## config.mk

```make
export PLATFORM = sky130hd
export DESIGN_NAME = double_ended_queue
export DESIGN_NICKNAME = d
export VERILOG_FILES = /design/src/deq_pkg.sv /design/src/double_ended_queue.sv /design/src/deq_ram.sv
export SDC_FILE = /design/constraint.sdc
export NUM_CORES = 1
export LEC_CHECK = 0
export ABC_CLOCK_PERIOD_IN_PS = 6800
export BUFFER_PORTS_ARGS = -buffer_cell sky130_fd_sc_hd__buf_2
export CORE_MARGIN = 2
export CORE_UTILIZATION = 62
export DETAILED_ROUTE_END_ITERATION = 7
export GPL_TIMING_DRIVEN = 1
export HOLD_SLACK_MARGIN = 0.1
export PLACE_DENSITY = 0.8
export SKIP_CTS_REPAIR_TIMING = 1
export SYNTH_ARGS = -nofsm -noshare
export SYNTH_HDL_FRONTEND = slang
export SYNTH_SLANG_ARGS = --single-unit
```

## constraint.sdc

```tcl
create_clock -name clk_i -period 6.8 [get_ports clk_i]
set_clock_uncertainty 0.15 [all_clocks]
set_input_delay 1.02 -clock clk_i [delete_from_list [all_inputs] [get_ports clk_i]]
set_output_delay 1.02 -clock clk_i [all_outputs]
set_load 0.05 [all_outputs]
```

## src/deq_pkg.sv

```systemverilog
// Shared types and constants for the double-ended queue.
// No dependencies; used by deq_ram and double_ended_queue.
package deq_pkg;

  // Width of one stored value.
  localparam int unsigned DataW = 32;

  // Default number of entries in the ring.
  localparam int unsigned DefaultDepth = 16;

  // Width of the entry_count result field.
  localparam int unsigned CountOutW = 5;

  // Request codes; codes 6 and 7 act as a query.
  typedef enum logic [2:0] {
    ReqPushFront = 3'd0,
    ReqPushBack  = 3'd1,
    ReqPopFront  = 3'd2,
    ReqPopBack   = 3'd3,
    ReqQuery     = 3'd4,
    ReqClear     = 3'd5
  } req_e;

endpackage

```

## src/double_ended_queue.sv

```systemverilog
// Bounded double-ended queue of signed 32-bit values (top level).
// Depends on deq_pkg and deq_ram.
//
// Each request transfer pushes at the front or back, pops from the front or
// back, clears, or only queries; every request yields exactly one result
// transfer with the front value, back value, entry count, empty flag and an
// error flag, all taken after the operation. Front and back read -1 when the
// queue is empty. A push on a full queue or a pop on an empty one leaves the
// state alone and sets op_error. Codes 6 and 7 behave as a query. Entries live
// in a ring of DEPTH words in a synchronous memory; front index and count sit
// in flip-flops and reset to zero, the memory itself needs no clearing pass.
// Sequence: a request is taken in StIdle and the memory write happens at that
// edge; the front and back entries are read in StRead, and the result is
// loaded into the output register in StLoad once that register is free. The
// block therefore takes a new request only after the last one has reached the
// output register; the output register lets the next request in while a
// result still waits, and a result still waiting when the next one reaches
// StLoad holds that one off until the output register frees up.
module double_ended_queue #(
  parameter int unsigned DEPTH = deq_pkg::DefaultDepth
) (
  input  logic                               clk_i,
  input  logic                               rst_ni,
  // request channel
  input  logic                               in_valid_i,
  output logic                               in_ready_o,
  input  logic [2:0]                         req_type_i,
  input  logic signed [deq_pkg::DataW-1:0]   data_value_i,
  // result channel
  output logic                               out_valid_o,
  input  logic                               out_ready_i,
  output logic signed [deq_pkg::DataW-1:0]   front_value_o,
  output logic signed [deq_pkg::DataW-1:0]   back_value_o,
  output logic [deq_pkg::CountOutW-1:0]      entry_count_o,
  output logic                               is_empty_o,
  output logic                               op_error_o
);

  localparam int unsigned IdxW = $clog2(DEPTH);
  localparam int unsigned CntW = $clog2(DEPTH + 1);
  localparam int unsigned SumW = CntW + 1;
  localparam int unsigned ExtW = CntW + deq_pkg::CountOutW;

  typedef enum logic [2:0] {
    StIdle = 3'b001,
    StRead = 3'b010,
    StLoad = 3'b100
  } state_e;

  state_e state_q, state_d;

  logic [IdxW-1:0] front_q, front_d;
  logic [CntW-1:0] cnt_q, cnt_d;
  logic            err_q, err_d;

  logic in_fire;
  logic out_load;

  // memory signals
  logic                      mem_we;
  logic [IdxW-1:0]           mem_waddr;
  logic                      mem_re;
  logic [IdxW-1:0]           mem_raddr_b;
  logic [deq_pkg::DataW-1:0] mem_rdata_a, mem_rdata_b;

  // ring arithmetic
  logic [SumW-1:0] push_sum;
  logic [SumW-1:0] back_sum;
  logic [CntW-1:0] back_off;
  logic            full;

  // output register
  logic                               out_valid_q;
  logic signed [deq_pkg::DataW-1:0]   out_front_q, out_back_q;
  logic [deq_pkg::CountOutW-1:0]      out_count_q;
  logic                               out_empty_q;
  logic                               out_err_q;
  logic [ExtW-1:0]                    cnt_ext;

  assign in_ready_o = (state_q == StIdle);
  assign in_fire    = in_valid_i && in_ready_o;
  assign full       = (cnt_q == CntW'(DEPTH));

  // Slot behind the back entry; count is below DEPTH whenever it is used.
  always_comb begin
    push_sum = SumW'(front_q) + SumW'(cnt_q);
    if (push_sum >= SumW'(DEPTH)) begin
      push_sum = push_sum - SumW'(DEPTH);
    end
  end

  // Next state of the ring on an accepted request, plus the memory write.
  always_comb begin
    front_d   = front_q;
    cnt_d     = cnt_q;
    err_d     = err_q;
    mem_we    = 1'b0;
    mem_waddr = front_q;
    if (in_fire) begin
      err_d = 1'b0;
      unique case (req_type_i)
        deq_pkg::ReqPushFront: begin
          if (full) begin
            err_d = 1'b1;
          end else begin
            front_d   = (front_q == '0) ? IdxW'(DEPTH - 1) : front_q - 1'b1;
            mem_we    = 1'b1;
            mem_waddr = front_d;
            cnt_d     = cnt_q + 1'b1;
          end
        end
        deq_pkg::ReqPushBack: begin
          if (full) begin
            err_d = 1'b1;
          end else begin
            mem_we    = 1'b1;
            mem_waddr = push_sum[IdxW-1:0];
            cnt_d     = cnt_q + 1'b1;
          end
        end
        deq_pkg::ReqPopFront: begin
          if (cnt_q == '0) begin
            err_d = 1'b1;
          end else begin
            front_d = (front_q == IdxW'(DEPTH - 1)) ? '0 : front_q + 1'b1;
            cnt_d   = cnt_q - 1'b1;
          end
        end
        deq_pkg::ReqPopBack: begin
          if (cnt_q == '0) begin
            err_d = 1'b1;
          end else begin
            cnt_d = cnt_q - 1'b1;
          end
        end
        deq_pkg::ReqClear: begin
          front_d = '0;
          cnt_d   = '0;
        end
        default: begin
          // query, and the unused codes
        end
      endcase
    end
  end

  // Back entry address from the updated state; offset pinned at zero when
  // empty so the address stays in range (the data is masked anyway).
  always_comb begin
    back_off = (cnt_q == '0) ? '0 : cnt_q - 1'b1;
    back_sum = SumW'(front_q) + SumW'(back_off);
    if (back_sum >= SumW'(DEPTH)) begin
      back_sum = back_sum - SumW'(DEPTH);
    end
    mem_raddr_b = back_sum[IdxW-1:0];
  end

  assign mem_re   = (state_q == StRead);
  assign out_load = (state_q == StLoad) && (!out_valid_q || out_ready_i);

  always_comb begin
    state_d = state_q;
    unique case (state_q)
      StIdle: begin
        if (in_fire) begin
          state_d = StRead;
        end
      end
      StRead: begin
        state_d = StLoad;
      end
      StLoad: begin
        if (out_load) begin
          state_d = StIdle;
        end
      end
      default: begin
        state_d = StIdle;
      end
    endcase
  end

  always_ff @(posedge clk_i or negedge rst_ni) begin
    if (!rst_ni) begin
      state_q     <= StIdle;
      front_q     <= '0;
      cnt_q       <= '0;
      err_q       <= 1'b0;
      out_valid_q <= 1'b0;
    end else begin
      state_q <= state_d;
      front_q <= front_d;
      cnt_q   <= cnt_d;
      err_q   <= err_d;
      if (out_load) begin
        out_valid_q <= 1'b1;
      end else if (out_ready_i) begin
        out_valid_q <= 1'b0;
      end
    end
  end

  assign cnt_ext = {{deq_pkg::CountOutW{1'b0}}, cnt_q};

  // Result payload; needs no reset.
  always_ff @(posedge clk_i) begin
    if (out_load) begin
      out_front_q <= (cnt_q == '0) ? '1 : mem_rdata_a;
      out_back_q  <= (cnt_q == '0) ? '1 : mem_rdata_b;
      out_count_q <= cnt_ext[deq_pkg::CountOutW-1:0];
      out_empty_q <= (cnt_q == '0);
      out_err_q   <= err_q;
    end
  end

  deq_ram #(
    .Depth (DEPTH),
    .AddrW (IdxW)
  ) u_ram (
    .clk_i     (clk_i),
    .we_i      (mem_we),
    .waddr_i   (mem_waddr),
    .wdata_i   (data_value_i),
    .re_i      (mem_re),
    .raddr_a_i (front_q),
    .raddr_b_i (mem_raddr_b),
    .rdata_a_o (mem_rdata_a),
    .rdata_b_o (mem_rdata_b)
  );

  assign out_valid_o   = out_valid_q;
  assign front_value_o = out_front_q;
  assign back_value_o  = out_back_q;
  assign entry_count_o = out_count_q;
  assign is_empty_o    = out_empty_q;
  assign op_error_o    = out_err_q;

`ifndef SYNTHESIS
  a_cnt_bound: assert property (@(posedge clk_i) disable iff (!rst_ni)
    cnt_q <= CntW'(DEPTH))
    else $error("entry count above depth");

  a_front_bound: assert property (@(posedge clk_i) disable iff (!rst_ni)
    front_q < IdxW'(DEPTH) || DEPTH == (1 << IdxW))
    else $error("front index out of ring");

  a_read_then_load: assert property (@(posedge clk_i) disable iff (!rst_ni)
    state_q == StRead |=> state_q == StLoad)
    else $error("read cycle not followed by load");

  a_push_grows: assert property (@(posedge clk_i) disable iff (!rst_ni)
    (in_fire && !full && (req_type_i == deq_pkg::ReqPushFront ||
                          req_type_i == deq_pkg::ReqPushBack))
    |=> cnt_q == $past(cnt_q) + 1'b1)
    else $error("accepted push did not grow the count");

  a_one_in_flight: assert property (@(posedge clk_i) disable iff (!rst_ni)
    in_fire |=> !in_ready_o)
    else $error("second request taken while one is in flight");
`endif

endmodule

```

## src/deq_ram.sv

```systemverilog
// Entry store: one write port, two registered read ports.
// Depends on deq_pkg for the data width.
module deq_ram #(
  parameter int unsigned Depth = deq_pkg::DefaultDepth,
  parameter int unsigned AddrW = $clog2(Depth)
) (
  input  logic                       clk_i,
  input  logic                       we_i,
  input  logic [AddrW-1:0]           waddr_i,
  input  logic [deq_pkg::DataW-1:0]  wdata_i,
  input  logic                       re_i,
  input  logic [AddrW-1:0]           raddr_a_i,
  input  logic [AddrW-1:0]           raddr_b_i,
  output logic [deq_pkg::DataW-1:0]  rdata_a_o,
  output logic [deq_pkg::DataW-1:0]  rdata_b_o
);

  logic [deq_pkg::DataW-1:0] mem_q [Depth];

  always_ff @(posedge clk_i) begin
    if (we_i) begin
      mem_q[waddr_i] <= wdata_i;
    end
  end

  // Read data held until the next enabled read.
  always_ff @(posedge clk_i) begin
    if (re_i) begin
      rdata_a_o <= mem_q[raddr_a_i];
      rdata_b_o <= mem_q[raddr_b_i];
    end
  end

endmodule
```

==> impl_metrics.toml, run 1 <==
[status]
status = "complete, no violations"

[drt]
num_vias = 15118
wl_per_cell_um = 32.8
wl_mm = 68.8
drtIter0Drc = 1916
dr.pass1.iters = 5
drc = 0
ant_nets = 0
vias_per_cell = 7.21

[pwr]
p_int_mw = 11.5
seq_power_share = 0.313
clock_power_share = 0.209
power.density_nw_per_um2 = 524
peakVddDrop_mv = 0.562
p_sw_frac = 0.330
p_switching_mw = 5.64
power_frac_comb = 0.478
p_leak_nw = 10.3

[final_layout]
fin_nets = 1489
drive_gt1_frac = 0.440
nFillCells = 2712
area_growth_pct = 12.2

[yosys]
synth-simple-area-share = 0.0312
syn-cell-area_um2 = 29100
synth_top_area_share = 0.669
yosysTopAreaCell = "edfxtp_1"
yosysSeqAreaShare = 0.681
muxShareOfSynthArea = 0.249
netlist_instances = 1309
syn_nets = 1361
synth_area_leaders = "edfxtp_1 (67%), mux4_2 (25%), or2_2 (1.2%)"
synth-xor-area-share = 0.00237
async_reset_ff_frac = 0.0212
yosys.area_share.adder = 0.00611
yosysMostFrequentCell = "edfxtp_1"
synth-compound-area-share = 0.0155
ys.flop_type = "edfxtp_1"
synth_seq_cells = 661
synth_top_family_by_area = "multiplexers"
synthTopCellsByCount = "edfxtp_1 (647), mux4_2 (319), or2_2 (54)"
ys.warnings.count = 0
syn_area_per_cell_um2 = 22.2
synth.distinct_cells = 66
synth_edf_count = 647

[sta]
worst_pin_slew_ns = 1.20
worst_slack_ns = 2.10
period_minus_slack_ns = 4.70
hold_viol = 0
setup_violations = 0
fin_tns_setup_ns = 0
slew_headroom = 0.200
fin_crit_sh = 0.691
fmax_ghz = 0.213
rsz0062_at_grt = "false"
timing.final.max_slew_violations = 0

[flow_run]
maxCapViolations = 0

[clock_tree]
numCtsBuffers = 68
cts_tree = "yes"
max-clock-path-buffers = 3
htreeDepth = 3
cts.clk_slew.worst_paths_ns = 0.06
cts_root_buf = "clkbuf_16"
clock_latency_ns = 0.59
clock_sinks = 661

[floorplanning]
initial_core_util = 0.626
die_area_um2 = 48600
num_rows = 79
core-area_um2 = 46500
die_h_um = 221
die_x_um = 221
io_pins = 112

[setup_path]
critPathMaxStageDelay_ns = 0.96
crit_chain = "inv_1 -> ha_1 -> nor4b_4 -> nor2_1 -> ha_1 -> a21o_1 -> a21oi_1 -> xor2_1 -> xnor2_4 -> buf_4 -> mux4_1"
crit_type = "reg2reg"
worstSetupStartpoint = "cnt_q[1]"
end_kind = "flip-flop"
cp_slowest_cell = "xnor2_4"
crit_required_ns = 6.98
worstPathArrival_ns = 4.88
rr_worst_depth = 11
path_max_fanout = 17
startpoint_type = "flip-flop"
cp_common_cell = "ha_1"
r2r-start = "cnt_q[1]"

[grt]
antenna_found_initial = 1
grt_pass1_wl_mm = 102
overflow = 0
track_usage = 0.296
grt_max_degree = 71
grt_pass1_vias = 15313

[placed_design]
place.gp.congestion = 0.826
dpl.hpwl_mm = 35.6
io_buffers = 111
place_ws_ns = 2.05

[hold_path]
min_path_type = "in2async"
## worst max-delay path, delay by kind of cell, from the launching register on
family                     cells  cell delay (ns)
AOI/OAI and AO/OA              2             0.32
buffers and inverters          2             0.72
muxes                          1             0.60
adders and majority gates      2             0.51
and+or+nand+nor                2             0.49
DFF                            1             0.51
xor gates and xnor gates       2             1.12
## final cells by class
cell class	instances	area (µm²)	area share
clock buffer	82	1800	0.0551
clock inverter	38	315	0.00967
timing repair buffer	148	883	0.0271
antenna	3	7.51	0.000230
inverter	7	26.3	0.000806
sequential	661	19800	0.607
tap	607	759	0.0233
multi-input combinational	551	9030	0.277
## per-stage QoR
stage / hold WS (ns) / std cells / util / cell area (µm²) / total power, mW
6_report: 0.179 / 2097 / 0.702 / 32600 / 17.1
5_1_grt: 0.187 / 2095 / 0.702 / 32600 / 17.8
4_1_cts: 0.164 / 2094 / 0.702 / 32600 / 17.3
3_5_place_dp: 0.310 / 1974 / 0.656 / 30500 / 13.6
3_3_place_gp: 0.307 / 1974 / 0.656 / 30500 / 13.5
2_1_floorplan: 0.275 / 1309 / - / 29100 / 11.7
## metal layers
layer	up-vias	wire length (µm)	global-route usage
met5	-	0	0
met4	0	1890	0.0996
met3	138	6090	0.0485
met2	951	35600	0.489
met1	8086	25300	0.413
li1	5943	-	-
## state kept, by name, summed over array words and instances (netlist names)
name,flops
u_ram.rdata_a_o,32
front_q,4
cnt_q,5
entry_count_o,5
out_valid_o,1
err_q,1
state_q,3
is_empty_o,1
u_ram.rdata_b_o,32
back_value_o,32
u_ram.mem_q,512
op_error_o,1
front_value_o,32
## path summary, 6_finish.rpt
check                                            to  slack (ns)
worst min register to register           op_error_o        0.32
worst min-delay path                     front_q[0]        0.18
min in group clk_i                       op_error_o        0.32
max in group asynchronous                state_q[0]        6.01
worst max-delay path            u_ram.rdata_b_o[31]        2.10
worst max register to register  u_ram.rdata_b_o[31]        2.10
## layout by cell type (no fill, tap or decap), types with 3 or more instances in the layout
cell type,instances
nor2b_1,4
dfrtp_1,9
or2_2,54
nor3_2,4
buf_12,4
clkinv_2,10
clkinvlp_4,6
inv_1,7
edfxtp_1,647
clkbuf_16,70
buf_4,33
nor2_1,17
clkbuf_1,12
nor3b_1,3
diode_2,3
a211oi_1,3
a21oi_1,12
inv_6,4
o21ai_0,12
nand2_1,15
bufinv_16,4
nor3_4,3
o31ai_1,5
mux4_2,319
nand3b_1,3
a211oi_4,6
clkinv_1,13
buf_2,111
nand2b_1,5
nand3_1,7
ha_1,10
xor2_1,3
or2_1,10
## cells by family (layout without fill, tap and decap cells)
family          Yosys count  after routing
other cells               0              3
compound gates           63             63
xor+xnor                  7              7
buf+inv                  97            275
simple gates            147            147
fa+ha+maj                13             13
mux                     321            321
flops                   661            661
## power by group through the flow
| stage | sequential (mW) | clock [mW] | combinational, mW |
|---|---|---|---|
| floorplan | 5.33 | 0 | 6.39 |
| global placement | 5.41 | 0 | 8.04 |
| detailed placement | 5.43 | 0 | 8.15 |
| CTS | 5.35 | 3.63 | 8.27 |
| global route | 5.38 | 3.77 | 8.65 |
| finish | 5.35 | 3.57 | 8.18 |
Note: power is estimated with default switching activity, not from simulation.
==> inputs of run 2 (changes only) <==
--- a/config.mk
+++ b/config.mk
@@ -5,7 +5,7 @@
 export SDC_FILE = /design/constraint.sdc
 export NUM_CORES = 1
 export LEC_CHECK = 0
-export ABC_CLOCK_PERIOD_IN_PS = 6800
+export ABC_CLOCK_PERIOD_IN_PS = 4350
 export BUFFER_PORTS_ARGS = -buffer_cell sky130_fd_sc_hd__buf_2
 export CORE_MARGIN = 2
 export CORE_UTILIZATION = 62
==> constraint.sdc (replaced) <==
create_clock -name clk_i -period 4.35 [get_ports clk_i]
set_clock_uncertainty 0.15 [all_clocks]
set_input_delay 0.6525 -clock clk_i [delete_from_list [all_inputs] [get_ports clk_i]]
set_output_delay 0.6525 -clock clk_i [all_outputs]
set_load 0.05 [all_outputs]
==> impl_metrics.toml, run 2 (synthesis gave the netlist of run 1 again) <==
[sta]
worst_pin_slew_ns = 1.20
hold_viol = 0
worst_slack_ns = 0.356
fin_crit_sh = 0.918
timing.final.max_slew_violations = 0
period_minus_slack_ns = 3.99
fmax_ghz = 0.250
rsz0062_at_grt = "false"
slew_headroom = 0.200
setup_violations = 0

[drt]
wl_mm = 70.4
ant_nets = 0
drc = 0
num_vias = 15291
dr.pass1.iters = 5
drtIter0Drc = 1896
wl_per_cell_um = 33.2
vias_per_cell = 7.21

[final_layout]
stdcell_count = 2120
final_cell_mix = "edfxtp_1 (647), mux4_2 (319), buf_2 (111)"
seqCellArea_um2 = 19800
finalCoreUtilization = 0.710
drive_gt1_frac = 0.445
multi_input_area_um2 = 9050
final_common_cell = "edfxtp_1"
final_area_um2 = 33000
largest_register_ffs = 512
fin_nets = 1513
nFillCells = 2670
top_register = "u_ram.mem_q"
area_growth_pct = 13.5

[floorplanning]
core-area_um2 = 46500
die_h_um = 221
initial_core_util = 0.626
die_area_um2 = 48600
die_x_um = 221
num_rows = 79
io_pins = 112

[pwr]
p_sw_frac = 0.328
power_mw = 27.4
seq_power_share = 0.299
power.density_nw_per_um2 = 831
p_leak_nw = 10.5
p_int_mw = 18.4
peakVddDrop_mv = 0.697
p_switching_mw = 8.98
clock_power_share = 0.202
power_frac_comb = 0.499

[setup_path]
regToRegEndpoint = "u_ram.rdata_b_o[13]"
worstPathArrival_ns = 4.18
r2r-start = "cnt_q[1]"
crit_required_ns = 4.54
end_kind = "flip-flop"
path_max_fanout = 29
startpoint_type = "flip-flop"
crit_type = "reg2reg"
rr_worst_depth = 9
r2r_slack_ns = 0.36

[hold_path]
min_path_type = "in2reg"
min_path_cells = 3
min_from = "out_ready_i"
min_to = "out_valid_o"

[status]
status = "complete, no violations"

[placed_design]
dpl.hpwl_mm = 37.2
place.gp.congestion = 0.835
dpl_cell_area_um2 = 30900
placed_cells = 1998
place_ws_ns = 0.420
io_buffers = 111

[clock_tree]
clock_latency_ns = 0.61
clock_sinks = 661
max-clock-path-buffers = 3
numCtsBuffers = 67
cts.clk_slew.worst_paths_ns = 0.06
cts_tree = "yes"
cts_root_buf = "clkbuf_16"
htreeDepth = 3

[grt]
grt_pass1_vias = 15623
overflow = 0
grt_max_degree = 107
track_usage = 0.304
antenna_found_initial = 1
grt_pass1_wl_mm = 104

[flow_run]
maxCapViolations = 0
run 2: power by group through the flow:
stage	Sequential (mW)	Combinational (mW)	Clock [mW]
floorplan	8.32	10.0	0
global placement	8.30	13.3	0
detailed placement	8.32	13.6	0
CTS	8.20	13.8	5.61
global route	8.23	14.4	5.85
finish	8.20	13.7	5.54
run 2: worst max path at each step:
stage / slack, ns / startpoint / cells after the start / endpoint
3_5_place_dp: 0.42 / cnt_q[1] / 9 / u_ram.rdata_b_o[17]
3_3_place_gp: 0.50 / cnt_q[1] / 9 / u_ram.rdata_b_o[22]
5_1_grt: 0.21 / cnt_q[1] / 11 / u_ram.rdata_b_o[22]
2_1_floorplan: -1.01 / front_q[1] / 10 / u_ram.mem_q[11][0]
4_1_cts: 0.35 / cnt_q[1] / 9 / u_ram.rdata_b_o[13]
6_report: 0.36 / cnt_q[1] / 9 / u_ram.rdata_b_o[13]
run 2: cell type report:
class,count,area share
flip-flops and latches,661,0.600
clock inverters,30,0.00808
diodes,2,0.000152
inverters,7,0.000797
clock buffers,89,0.0546
multi-input cells,551,0.274
repair buffers,173,0.0390
well taps,607,0.0230
run 2: per-layer routing:
metal	share of wire	routed length, µm	track usage	up-vias
li1	-	-	-	6000
met1	0.35	24700	0.414	8091
met2	0.51	36200	0.499	1011
met3	0.099	6950	0.0554	187
met4	0.036	2550	0.118	2
met5	0.00016	11	0	-
run 2: stage by stage:
stage / hold slack, ns / TNS [ns]
CTS: -0.201 / 0
floorplan: 0.207 / -138.99
global route: 0.271 / 0
detailed placement: 0.305 / 0
finish: 0.267 / 0
global placement: 0.287 / 0
run 2: critical path, stage by stage (launching register included):
cell	delay [ns]
dfrtp_1	0.38
inv_1	0.10
ha_1	0.23
nor4b_4	0.32
nor2_1	0.13
ha_4	0.19
fa_4	1.09
buf_12	0.28
mux4_2	0.37
mux4_2	0.48
==> inputs of run 3 (changes only) <==
==> constraint.sdc (replaced) <==
create_clock -name clk_i -period 4.35 [get_ports clk_i]
set_clock_uncertainty 0.15 [all_clocks]
set_input_delay 0.87 -clock clk_i [delete_from_list [all_inputs] [get_ports clk_i]]
set_output_delay 0.87 -clock clk_i [all_outputs]
set_load 0.05 [all_outputs]
==> impl_metrics.toml, run 3 (synthesis gave the netlist of run 1 again) <==
[floorplanning]
die_x_um = 221
core-area_um2 = 46500
die_h_um = 221
die_area_um2 = 48600
num_rows = 79
io_pins = 112
initial_core_util = 0.626

[final_layout]
final_common_cell = "edfxtp_1"
final_cell_mix = "edfxtp_1 (647), mux4_2 (319), buf_2 (111)"
fin_nets = 1523
top_register = "u_ram.mem_q"
area_growth_pct = 13.6
drive_gt1_frac = 0.451
largest_register_ffs = 512
nFillCells = 2688
finalCoreUtilization = 0.711

[clock_tree]
cts.clk_slew.worst_paths_ns = 0.06
clock_sinks = 661
max-clock-path-buffers = 3
cts_tree = "yes"
numCtsBuffers = 67
htreeDepth = 3
clock_latency_ns = 0.61
cts_root_buf = "clkbuf_16"

[grt]
grt_pass1_vias = 15389
grt_max_degree = 66
track_usage = 0.292
antenna_found_initial = 5
overflow = 0
grt_pass1_wl_mm = 100

[setup_path]
path_max_fanout = 24
cp_common_cell = "mux4_2"
end_kind = "flip-flop"
crit_type = "reg2reg"
cp_top_family = "adder cells"
critPathMaxStageDelay_ns = 1.12
cp_slowest_cell = "fa_4"
startpoint_type = "flip-flop"
crit_required_ns = 4.53
crit_chain = "inv_1 -> ha_1 -> nor4b_4 -> buf_4 -> nor2_1 -> fa_4 -> buf_12 -> mux4_2 -> mux4_2"
crit_buf_inv = 3
worstPathArrival_ns = 4.16

[pwr]
p_int_mw = 18.6
p_leak_nw = 10.5
p_switching_mw = 8.97
clock_power_share = 0.197
peakVddDrop_mv = 0.827
p_sw_frac = 0.326
seq_power_share = 0.298
power_mw = 27.5
power.density_nw_per_um2 = 834
power_frac_comb = 0.505

[sta]
period_minus_slack_ns = 3.98
timing.final.max_slew_violations = 0
worst_pin_slew_ns = 1.04
setup_violations = 0
fmax_ghz = 0.251
hold_viol = 0
fin_tns_setup_ns = 0
fin_crit_sh = 0.915
rsz0062_at_grt = "false"
worst_slack_ns = 0.372
slew_headroom = 0.306

[drt]
drc = 0
wl_per_cell_um = 31.8
ant_nets = 0
vias_per_cell = 7.05
dr.pass1.iters = 5
num_vias = 15026
drtIter0Drc = 1792
wl_mm = 67.8

[flow_run]
maxCapViolations = 0

[placed_design]
place.gp.congestion = 0.857
io_buffers = 111
dpl.hpwl_mm = 38.2
place_ws_ns = 0.266

[status]
status = "complete, no violations"

[hold_path]
min_path_type = "reg2reg"
[run 3: cell count changes in the layout (fill, tap and decap cells not counted), sizes merged]
cell | before | now
buf | 172 | 182
clkinv | 19 | 29
clkbuf | 89 | 80
clkinvlp | 4 | 1
inv | 10 | 12
bufinv | 4 | 3
diode | 2 | 3
[run 3: area by class of cell]
type                            instances  area, µm²  area share
Inverter                                7       26.3    0.000796
Tap cell                              607        759      0.0230
Sequential cell                       661      19800       0.599
Antenna cell                            3       7.51    0.000227
Clock inverter                         38        287     0.00868
Timing Repair Buffer                  183       1350      0.0409
Clock buffer                           80       1750      0.0529
Multi-Input combinational cell        551       9050       0.274
[run 3: stage by stage]
step                      hold WS [ns]  std cells  area (µm²)
final                            0.319       2130       33000
after detailed placement         0.306       2006       30900
after floorplan                  0.275       1309       29100
after global placement           0.293       2006       30900
after CTS                       0.0241       2124       33000
after global routing             0.328       2129       33000
[run 3: worst paths after layout]
kind | start | to | slack, ns | cells after the start
worst max-delay path | cnt_q[1] | u_ram.rdata_b_o[22] | 0.37 | 9
worst min-delay path | err_q | op_error_o | 0.32 | 0
worst max register to register | cnt_q[1] | u_ram.rdata_b_o[22] | 0.37 | 9
worst min register to register | err_q | op_error_o | 0.32 | 0
max in group asynchronous | rst_ni | state_q[0] | 3.18 | 2
min in group asynchronous | rst_ni | cnt_q[2] | 0.57 | 2
[run 3: layer usage]
| layer | routed length [µm] | share of wire | up-vias | track usage |
|---|---|---|---|---|
| met5 | 34 | 0.00050 | - | 0 |
| met1 | 25400 | 0.37 | 7970 | 0.408 |
| li1 | - | - | 6024 | - |
| met2 | 34300 | 0.51 | 864 | 0.469 |
| met4 | 2070 | 0.031 | 6 | 0.106 |
| met3 | 5950 | 0.088 | 162 | 0.0581 |
[run 3: power groups by stage]
stage                     Clock (mW)  Sequential, mW  Combinational, mW
after floorplan                    0            8.32               10.0
after global placement             0            8.32               13.5
after detailed placement           0            8.34               13.8
after CTS                       5.51            8.22               13.9
after global routing            5.73            8.24               14.7
final                           5.43            8.21               13.9
[run 3: worst register-to-register path: stages, from the launching register on]
cell,delay (ns)
dfrtp_1,0.37
inv_1,0.10
ha_1,0.21
nor4b_4,0.24
buf_4,0.29
nor2_1,0.11
fa_4,1.12
buf_12,0.27
mux4_2,0.38
mux4_2,0.48
